**src/rtl/core/spmc_pkg.sv**
```systemverilog
// Shared types and constants for the solar pump mode controller.
`default_nettype none
package spmc_pkg;

  typedef enum logic [1:0] {
    MODE_INIT   = 2'd0,
    MODE_STAB   = 2'd1,
    MODE_ACTIVE = 2'd2,
    MODE_HIBER  = 2'd3
  } mode_t;

  // register indexes on the configuration port
  localparam logic [2:0] REG_INLET_LIMIT   = 3'd0;
  localparam logic [2:0] REG_ENERGY_THRESH = 3'd1;
  localparam logic [2:0] REG_STAB_DELAY    = 3'd2;
  localparam logic [2:0] REG_TRIG_DELAY    = 3'd3;
  localparam logic [2:0] REG_HIBER_PERIOD  = 3'd4;

  localparam int unsigned MUL_A_W = 24;
  localparam int unsigned MUL_B_W = 25;
  localparam int unsigned MUL_P_W = MUL_A_W + MUL_B_W;

  // 4180/15360 reduces to 209/768; 768 = 256 * 3
  localparam logic [MUL_B_W-1:0] GAIN_NUM   = 25'd209;
  // ceil(2^26 / 3): exact quotient for dividends below 2^25
  localparam logic [MUL_B_W-1:0] RECIP3     = 25'd22369622;
  localparam int unsigned        RECIP3_SH  = 26;

  localparam logic [22:0] GAIN_MAX_MAG = 23'd4194303;
  localparam logic [22:0] GAIN_MIN_MAG = 23'd4194304;
  localparam logic [31:0] POOL_AGE_MS  = 32'd3600000;

  typedef struct packed {
    logic signed [11:0] inlet_limit;
    logic [21:0]        energy_threshold_w;
    logic [31:0]        stability_delay_ms;
    logic [31:0]        trigger_delay_ms;
    logic [31:0]        hibernation_period_ms;
  } spmc_cfg_t;

endpackage
`default_nettype wire

```
**src/rtl/core/solar_pump_mode_controller_core.sv**
```systemverilog
// Top level: sequencer, mode state machine and output register of the pump controller.
//
//  channel | direction | transfer when                     | payload
//  in_*    | sink      | in_tvalid & in_tready             | time, inlet, outlet, flow
//  out_*   | source    | out_tvalid & out_tready           | pump, mode, gain, pool record
//  cfg_*   | APB slave | psel & penable & pwrite & pready  | five control registers
//
// Each item goes through the accept step, three passes through the shared
// 24x25 multiplier (magnitude, scale by 209, divide by 768) and an update step.
// in_tready is high only while the sequencer is idle.
// The update cycle holds while a previous result is still waiting on out_tready.
// rst_n is synchronous; it clears the mode, pump and timer state and the registers.
`default_nettype none
module solar_pump_mode_controller_core
  import spmc_pkg::*;
(
  input  wire logic        clk,
  input  wire logic        rst_n,
  input  wire logic        in_tvalid,
  output logic             in_tready,
  // [31:0] now_ms, [43:32] inlet_temp, [55:44] outlet_temp, [67:56] flow_rate
  input  wire logic [71:0] in_tdata,
  output logic             out_tvalid,
  input  wire logic        out_tready,
  // [0] pump_on, [2:1] mode, [25:3] heat_gain_w, [37:26] pool_temp,
  // [69:38] pool_temp_time
  output logic [71:0]      out_tdata,
  input  wire logic        cfg_psel,
  input  wire logic        cfg_penable,
  input  wire logic        cfg_pwrite,
  input  wire logic [4:0]  cfg_paddr,
  input  wire logic [31:0] cfg_pwdata,
  output logic [31:0]      cfg_prdata,
  output logic             cfg_pready
);

  typedef enum logic [2:0] {
    ST_IDLE,
    ST_MAG,
    ST_SCALE,
    ST_DIV,
    ST_UPD
  } state_t;

  spmc_cfg_t cfg;

  spmc_cfg_regs u_cfg (
    .clk     (clk),
    .rst_n   (rst_n),
    .psel    (cfg_psel),
    .penable (cfg_penable),
    .pwrite  (cfg_pwrite),
    .paddr   (cfg_paddr),
    .pwdata  (cfg_pwdata),
    .prdata  (cfg_prdata),
    .pready  (cfg_pready),
    .cfg     (cfg)
  );

  state_t             state_r, state_nxt;
  mode_t              mode_r, mode_nxt;
  logic               pump_r, pump_nxt;
  logic [31:0]        stab_start_r, stab_start_nxt;
  logic [31:0]        hib_start_r, hib_start_nxt;
  logic [31:0]        gain_ok_r, gain_ok_nxt;
  logic signed [11:0] pool_temp_r, pool_temp_nxt;
  logic [31:0]        pool_time_r, pool_time_nxt;
  logic               out_valid_r, out_valid_nxt;
  logic [71:0]        out_data_r, out_data_nxt;

  // latched item
  logic [31:0]        now_r, now_nxt;
  logic signed [11:0] tin_r, tin_nxt;
  logic [11:0]        flow_r, flow_nxt;
  logic [11:0]        dmag_r, dmag_nxt;
  logic               neg_r, neg_nxt;

  logic               in_hs;
  logic signed [12:0] diff;
  logic               mul_en;
  logic [MUL_A_W-1:0] mul_a;
  logic [MUL_B_W-1:0] mul_b;
  logic [MUL_P_W-1:0] mul_p;

  logic [22:0]        qmag;
  logic signed [22:0] gain;
  logic               gain_ok;
  logic               out_free;

  spmc_mul u_mul (
    .clk (clk),
    .en  (mul_en),
    .a   (mul_a),
    .b   (mul_b),
    .p   (mul_p)
  );

  assign in_tready  = (state_r == ST_IDLE);
  assign in_hs      = in_tvalid & in_tready;
  assign out_tvalid = out_valid_r;
  assign out_tdata  = out_data_r;
  assign out_free   = !out_valid_r || out_tready;

  assign diff = 13'(signed'(in_tdata[55:44])) - 13'(signed'(in_tdata[43:32]));

  // route operands of the shared multiplier
  always_comb begin
    mul_en = 1'b0;
    mul_a  = '0;
    mul_b  = '0;
    case (state_r)
      ST_MAG: begin
        mul_en = 1'b1;
        mul_a  = MUL_A_W'(flow_r);
        mul_b  = MUL_B_W'(dmag_r);
      end
      ST_SCALE: begin
        mul_en = 1'b1;
        mul_a  = mul_p[MUL_A_W-1:0];
        mul_b  = GAIN_NUM;
      end
      ST_DIV: begin
        mul_en = 1'b1;
        mul_a  = mul_p[MUL_A_W+7:8];
        mul_b  = RECIP3;
      end
      default: ;
    endcase
  end

  // saturate the magnitude and apply the sign (truncation toward zero)
  assign qmag = mul_p[RECIP3_SH+22:RECIP3_SH];
  always_comb begin
    if (neg_r) begin
      gain = (qmag > GAIN_MIN_MAG) ? 23'sh400000 : 23'(-signed'({1'b0, qmag}));
    end else begin
      gain = (qmag > GAIN_MAX_MAG) ? 23'(GAIN_MAX_MAG) : signed'(qmag);
    end
  end
  assign gain_ok = (24'(gain) >= signed'({2'b00, cfg.energy_threshold_w}));

  always_comb begin
    state_nxt      = state_r;
    mode_nxt       = mode_r;
    pump_nxt       = pump_r;
    stab_start_nxt = stab_start_r;
    hib_start_nxt  = hib_start_r;
    gain_ok_nxt    = gain_ok_r;
    pool_temp_nxt  = pool_temp_r;
    pool_time_nxt  = pool_time_r;
    out_valid_nxt  = out_valid_r;
    out_data_nxt   = out_data_r;
    now_nxt        = now_r;
    tin_nxt        = tin_r;
    flow_nxt       = flow_r;
    dmag_nxt       = dmag_r;
    neg_nxt        = neg_r;

    if (out_valid_r && out_tready) begin
      out_valid_nxt = 1'b0;
    end

    unique case (state_r)
      ST_IDLE: begin
        if (in_hs) begin
          now_nxt   = in_tdata[31:0];
          tin_nxt   = in_tdata[43:32];
          flow_nxt  = in_tdata[67:56];
          neg_nxt   = diff[12];
          dmag_nxt  = diff[12] ? 12'(-diff) : diff[11:0];
          state_nxt = ST_MAG;
        end
      end
      ST_MAG:   state_nxt = ST_SCALE;
      ST_SCALE: state_nxt = ST_DIV;
      ST_DIV:   state_nxt = ST_UPD;
      ST_UPD: begin
        // hold until the output register is free
        if (out_free) begin
          unique case (mode_r)
            MODE_INIT: begin
              stab_start_nxt = now_r;
              hib_start_nxt  = now_r;
              gain_ok_nxt    = now_r - cfg.trigger_delay_ms;
              pump_nxt       = 1'b1;
              mode_nxt       = MODE_STAB;
            end
            MODE_STAB: begin
              pool_time_nxt = now_r - POOL_AGE_MS;
              if ((now_r - stab_start_r) > cfg.stability_delay_ms) begin
                mode_nxt = MODE_ACTIVE;
              end
            end
            MODE_ACTIVE: begin
              pool_temp_nxt = tin_r;
              pool_time_nxt = now_r;
              if ((tin_r > cfg.inlet_limit) ||
                  (!gain_ok && ((now_r - gain_ok_r) > cfg.trigger_delay_ms))) begin
                mode_nxt      = MODE_HIBER;
                pump_nxt      = 1'b0;
                hib_start_nxt = now_r;
              end else if (gain_ok) begin
                gain_ok_nxt = now_r;
              end
            end
            MODE_HIBER: begin
              if ((now_r - hib_start_r) > cfg.hibernation_period_ms) begin
                stab_start_nxt = now_r;
                pump_nxt       = 1'b1;
                mode_nxt       = MODE_STAB;
              end
            end
            default: ;
          endcase
          out_valid_nxt = 1'b1;
          out_data_nxt  = {2'b00, pool_time_nxt, pool_temp_nxt, gain, mode_nxt, pump_nxt};
          state_nxt     = ST_IDLE;
        end
      end
      default: state_nxt = ST_IDLE;
    endcase
  end

  always_ff @(posedge clk) begin
    if (!rst_n) begin
      state_r      <= ST_IDLE;
      mode_r       <= MODE_INIT;
      pump_r       <= 1'b0;
      stab_start_r <= '0;
      hib_start_r  <= '0;
      gain_ok_r    <= '0;
      pool_temp_r  <= '0;
      pool_time_r  <= '0;
      out_valid_r  <= 1'b0;
    end else begin
      state_r      <= state_nxt;
      mode_r       <= mode_nxt;
      pump_r       <= pump_nxt;
      stab_start_r <= stab_start_nxt;
      hib_start_r  <= hib_start_nxt;
      gain_ok_r    <= gain_ok_nxt;
      pool_temp_r  <= pool_temp_nxt;
      pool_time_r  <= pool_time_nxt;
      out_valid_r  <= out_valid_nxt;
    end
    out_data_r <= out_data_nxt;
    now_r      <= now_nxt;
    tin_r      <= tin_nxt;
    flow_r     <= flow_nxt;
    dmag_r     <= dmag_nxt;
    neg_r      <= neg_nxt;
  end

  // pump runs exactly in stabilizing and active
  a_pump_mode: assert property (@(posedge clk) disable iff (!rst_n)
    pump_r == ((mode_r == MODE_STAB) || (mode_r == MODE_ACTIVE)))
    else $error("pump drive disagrees with mode");

  // initializing is left once and never re-entered
  a_no_reinit: assert property (@(posedge clk) disable iff (!rst_n)
    (mode_r != MODE_INIT) |=> (mode_r != MODE_INIT))
    else $error("mode returned to initializing");

  // an accepted transaction keeps the sequencer busy
  a_busy_after_accept: assert property (@(posedge clk) disable iff (!rst_n)
    in_hs |=> !in_tready)
    else $error("input ready right after accept");

  // a result appears only from the update step
  a_result_from_update: assert property (@(posedge clk) disable iff (!rst_n)
    (!out_valid_r ##1 out_valid_r) |-> ($past(state_r) == ST_UPD))
    else $error("result without update step");

endmodule
`default_nettype wire

```
**src/rtl/core/spmc_cfg_regs.sv**
```systemverilog
// APB-style configuration register file for the pump controller.
`default_nettype none
module spmc_cfg_regs
  import spmc_pkg::*;
(
  input  wire logic        clk,
  input  wire logic        rst_n,
  input  wire logic        psel,
  input  wire logic        penable,
  input  wire logic        pwrite,
  input  wire logic [4:0]  paddr,
  input  wire logic [31:0] pwdata,
  output logic [31:0]      prdata,
  output logic             pready,
  output spmc_cfg_t        cfg
);

  spmc_cfg_t  cfg_r;
  logic       wr_en;
  logic [2:0] idx;

  assign pready = 1'b1;
  assign wr_en  = psel & penable & pwrite;
  assign idx    = paddr[4:2];
  assign cfg    = cfg_r;

  always_ff @(posedge clk) begin
    if (!rst_n) begin
      cfg_r.inlet_limit           <= 12'sd480;
      cfg_r.energy_threshold_w    <= 22'd200;
      cfg_r.stability_delay_ms    <= 32'd60000;
      cfg_r.trigger_delay_ms      <= 32'd300000;
      cfg_r.hibernation_period_ms <= 32'd1800000;
    end else if (wr_en) begin
      unique case (idx)
        REG_INLET_LIMIT:   cfg_r.inlet_limit           <= pwdata[11:0];
        REG_ENERGY_THRESH: cfg_r.energy_threshold_w    <= pwdata[21:0];
        REG_STAB_DELAY:    cfg_r.stability_delay_ms    <= pwdata;
        REG_TRIG_DELAY:    cfg_r.trigger_delay_ms      <= pwdata;
        REG_HIBER_PERIOD:  cfg_r.hibernation_period_ms <= pwdata;
        default: ;
      endcase
    end
  end

  always_comb begin
    unique case (idx)
      REG_INLET_LIMIT:   prdata = {{20{cfg_r.inlet_limit[11]}}, cfg_r.inlet_limit};
      REG_ENERGY_THRESH: prdata = {10'd0, cfg_r.energy_threshold_w};
      REG_STAB_DELAY:    prdata = cfg_r.stability_delay_ms;
      REG_TRIG_DELAY:    prdata = cfg_r.trigger_delay_ms;
      REG_HIBER_PERIOD:  prdata = cfg_r.hibernation_period_ms;
      default:           prdata = 32'd0;
    endcase
  end

endmodule
`default_nettype wire

```
**src/rtl/core/spmc_mul.sv**
```systemverilog
// Shared registered unsigned multiplier used for the magnitude, scale and divide steps of the gain math.
`default_nettype none
module spmc_mul
  import spmc_pkg::*;
(
  input  wire logic               clk,
  input  wire logic               en,
  input  wire logic [MUL_A_W-1:0] a,
  input  wire logic [MUL_B_W-1:0] b,
  output logic [MUL_P_W-1:0]      p
);

  logic [MUL_P_W-1:0] p_r;

  assign p = p_r;

  always_ff @(posedge clk) begin
    if (en) begin
      p_r <= MUL_P_W'(a) * MUL_P_W'(b);
    end
  end

endmodule
`default_nettype wire
```
**config.mk**
```make
export PLATFORM = sky130hd
export DESIGN_NAME = solar_pump_mode_controller_core
export DESIGN_NICKNAME = d
export VERILOG_FILES = /design/src/rtl/core/spmc_pkg.sv /design/src/rtl/core/solar_pump_mode_controller_core.sv /design/src/rtl/core/spmc_cfg_regs.sv /design/src/rtl/core/spmc_mul.sv
export SDC_FILE = /design/constraint.sdc
export NUM_CORES = 2
export LEC_CHECK = 0
export ABC_CLOCK_PERIOD_IN_PS = 8170
export BUFFER_PORTS_ARGS = -buffer_cell sky130_fd_sc_hd__clkbuf_2
export CAP_MARGIN = 20
export CORE_MARGIN = 2
export CORE_UTILIZATION = 40
export CTS_CLUSTER_DIAMETER = 30
export DETAILED_ROUTE_END_ITERATION = 8
export PLACE_DENSITY = 0.7
export RECOVER_POWER = 50
export SETUP_SLACK_MARGIN = 0.4
export SKIP_LAST_GASP = 1
export SYNTH_ARGS = -nofsm -noshare
export SYNTH_HDL_FRONTEND = slang
export SYNTH_SLANG_ARGS = --single-unit
```
**constraint.sdc**
```tcl
create_clock -name clk -period 8.17 [get_ports clk]
set_clock_uncertainty 0.1 [all_clocks]
set_input_delay 0 -clock clk [delete_from_list [all_inputs] [get_ports clk]]
set_output_delay 0 -clock clk [all_outputs]
set_load 0.02 [all_outputs]
```
==> metrics.yaml <==
cells_and_area:
  final_util: 0.4975
  drive_gt1_frac: 0.1094
  fillCellCount: 10075
  area_delta_synth_final_pct: 23.82
  fin_nets: 6498
  finalNonFillerCells: 7079
  final_area_um2: 53930
logic_synthesis:
  syn-instance-count: 5013
  avgSynthCellArea_um2: 8.689
  yosysSeqAreaShare: 0.2569
  synth-edff-count: 188
  yosys_warnings: 0
  netlist_area_um2: 43560
  ys_ff_latch: 465
  async_flop_share: 0
  synth_cell_type_count: 84
  synth_ff_type: "dfxtp_1"
floorplanning:
  rows: 121
  start_util: 0.4018
  io_pins: 223
  die_x_um: 334.0
  core_area_um2: 108400
  die_y_um: 334.0
  dieArea_um2: 111600
critical_path:
  r2r_setup_slack_ns: 0.41
  critPathKind: "reg2reg"
  cpPeakStageDelay_ns: 0.56
  worst-r2r-cell-count: 30
  required_ns: 8.65
  rr_startpoint: "state_r[0]$_SDFFE_PN0P_"
  worstSetupEndpointType: "register"
  r2r-end: "u_mul.p[45]$_DFFE_PP_"
  cp.buffers_inverters: 9
  crit_slowest_cell: "fa_1"
  arrival_ns: 8.24
  crit_family: "adder cells"
  worstSetupStartpointType: "register"
  crit_fanout: 10
  cp_common_cell: "fa_1"
pwr:
  peakVddDrop_uv: 308.9
  leakage_uw: 0.02403
  p_per_area_nw_per_um2: 277.0
routing:
  wire_per_inst_um: 20.31
  drt.antenna.violating_nets: 0
  vias: 38481
  drc: 0
  via_per_inst: 5.436
  drt_wl_total_um: 143800
  initialDrtViolationCount: 3190
  dr.pass1.iters: 8
sta:
  fin_crit_sh: 0.9504
  grt_setup_unrepaired: "true"
  holdWs_ns: 0.03825
  slew_headroom: -1.842
  finalSetupViolations: 0
  slew_violations: 391
  max_freq_mhz: 128.8
  layout_min_cycle_time_ns: 7.765
  fin_setup_tns_ns: 0
  tightest_slew_ns: 4.262
  hold_viol: 0
grt:
  grt_max_degree: 102
  grt_pass1_vias: 38721
  grt_overflow: 0
  grt_pass1_wl_um: 222100
  grt_antenna_before_repair: 11
  grt.total_usage: 0.2579
clocking:
  clk_latency_ns: 0.72
  cts_tree: "done"
  h-tree-depth: 4
  clockBufferDepth: 3
  numCtsBuffers: 130
  cts_root_buf: "clkbuf_16"
  clock-sinks: 465
  path_clk_slew_ns: 0.04
place:
  gp_congestion: 0.9678
  dp_hpwl_um: 110800
  dpl.cell_count: 6628
  placed_area_um2: 46950
  port_buffers: 213
min_path:
  hp-class: "in2reg"
  min_from: "cfg_penable"
  whs_path_depth: 7
  worstHoldEndpoint: "u_cfg.cfg[119]$_SDFFE_PN0P_"
run_status:
  status: "finished, violations left"
  violations: "capacitance limit, slew limit"
job:
  cap_violations: 8
-- flip-flops by register name, indices dropped and copies added (netlist names), 32 cells and up --
register / flops
gain_ok_r: 32
u_mul.p: 49
hib_start_r: 32
now_r: 32
out_tdata: 70
pool_time_r: 32
stab_start_r: 32
u_cfg.cfg: 130
-- per-stage QoR --
step / total power [µW] / worst slack (ns)
3_3_place_gp: 8950 / -0.01776
5_1_grt: 15900 / 0.1529
2_1_floorplan: 7107 / 0.4102
6_report: 14940 / 0.4051
4_1_cts: 14610 / 0.4114
3_5_place_dp: 9029 / -0.08356
-- per-layer routing --
layer / GRT usage / part of all wire / wire length, µm
met5: 0 / 0.00016 / 23
met4: 0.1188 / 0.051 / 7306
met3: 0.06193 / 0.079 / 11410
met2: 0.4294 / 0.47 / 67600
met1: 0.3148 / 0.40 / 57450
-- final cells by class --
class,count,area (µm²),share of cell area
antenna,6,15.01,0.0002784
clock buffer,159,3515,0.06517
clock inverter,75,1035,0.01919
inverter,812,3055,0.05665
multi-input combinational,3600,29300,0.5433
sequential,465,11200,0.2076
tap,1414,1769,0.03280
timing repair buffer,548,4046,0.07503
-- kinds of logic after synthesis --
kind of cell,after synthesis,share of synthesized area
AND/OR/NAND/NOR,1365,0.1394
multiplexers,107,0.02568
AO/OA/AOI/OAI,1106,0.1635
flip-flops,465,0.2569
buffers and inverters,997,0.08663
XOR/XNOR,146,0.02936
adder cells (fa/ha/maj),825,0.2983
other,2,0.0001724
-- worst min-delay path, stage by stage --
cell and delay [ns]:
clkbuf_2 0.07, and3_1 0.20, nand2b_1 0.15, nor2_1 0.06, clkbuf_8 0.18, nand2_1 0.08
a21oi_1 0.05
-- layout by cell type (no fill, tap or decap), types with 26 or more instances in the layout --
master	Yosys	layout
inv_1	810	786
nand2_1	654	650
ha_1	469	457
a21oi_1	370	360
fa_1	356	350
nor2_1	301	292
dfxtp_1	277	275
edfxtp_1	188	188
dlygate4sd3_1	0	169
o21ai_0	166	161
clkbuf_16	0	134
buf_4	7	129
clkbuf_1	159	124
clkbuf_2	0	117
a21o_1	113	113
xnor2_1	99	99
mux2i_1	87	87
nor3_1	60	60
nand3_1	60	59
a211oi_1	60	57
o21a_1	54	53
conb_1	2	51
o211ai_1	49	49
nor2b_1	51	47
xor2_1	47	47
nand4_1	46	46
and3_1	39	38
o22ai_1	35	35
a22oi_1	33	33
nand2b_1	31	30
and2_1	34	28
a31oi_1	28	26
-- power breakdown --
part | internal [µW] | total, µW | switching [µW] | leakage, µW
Clock | 3600 | 5230 | 1640 | 0.00219
Sequential | 2780 | 3060 | 281 | 0.00397
Combinational | 2820 | 6640 | 3830 | 0.0179
Total | 9190 | 14900 | 5740 | 0.0240
-- synth_stat cells (47+ instances only) --
cell type | number | share of area
a211oi_1 | 60 | 0.010
a21o_1 | 113 | 0.019
a21oi_1 | 370 | 0.043
clkbuf_1 | 159 | 0.014
dfxtp_1 | 277 | 0.13
edfxtp_1 | 188 | 0.13
fa_1 | 356 | 0.16
ha_1 | 469 | 0.13
inv_1 | 810 | 0.070
mux2i_1 | 87 | 0.020
nand2_1 | 654 | 0.056
nand3_1 | 60 | 0.0069
nor2_1 | 301 | 0.026
nor2b_1 | 51 | 0.0073
nor3_1 | 60 | 0.0069
o211ai_1 | 49 | 0.0084
o21a_1 | 54 | 0.0093
o21ai_0 | 166 | 0.019
xnor2_1 | 99 | 0.020
xor2_1 | 47 | 0.0095
-- repair_timing --
item | 4_1_cts | 5_1_grt
hold buffers | 169 | 0
cloned | 1 | 2
setup buffers | 23 | 11
gates resized for setup | 51 | 86
pin swaps | 23 | 54
hold endpoints to repair | 307 | 0
endpoints found under the setup margin | 21 | 21
-- worst max-delay path by stage --
| stage | startpoint | end | slack [ns] | depth (start not counted) |
|---|---|---|---|---|
| floorplan | state_r[0]$_SDFFE_PN0P_ | u_mul.p[48]$_DFFE_PP_ | 0.41 | 31 |
| global placement | state_r[0]$_SDFFE_PN0P_ | u_mul.p[47]$_DFFE_PP_ | -0.02 | 28 |
| detailed placement | state_r[0]$_SDFFE_PN0P_ | u_mul.p[47]$_DFFE_PP_ | -0.08 | 28 |
| CTS | state_r[0]$_SDFFE_PN0P_ | u_mul.p[45]$_DFFE_PP_ | 0.41 | 28 |
| global route | state_r[0]$_SDFFE_PN0P_ | u_mul.p[45]$_DFFE_PP_ | 0.15 | 30 |
| finish | state_r[0]$_SDFFE_PN0P_ | u_mul.p[45]$_DFFE_PP_ | 0.41 | 30 |
No activity file was read; power rests on OpenSTA's default activity.
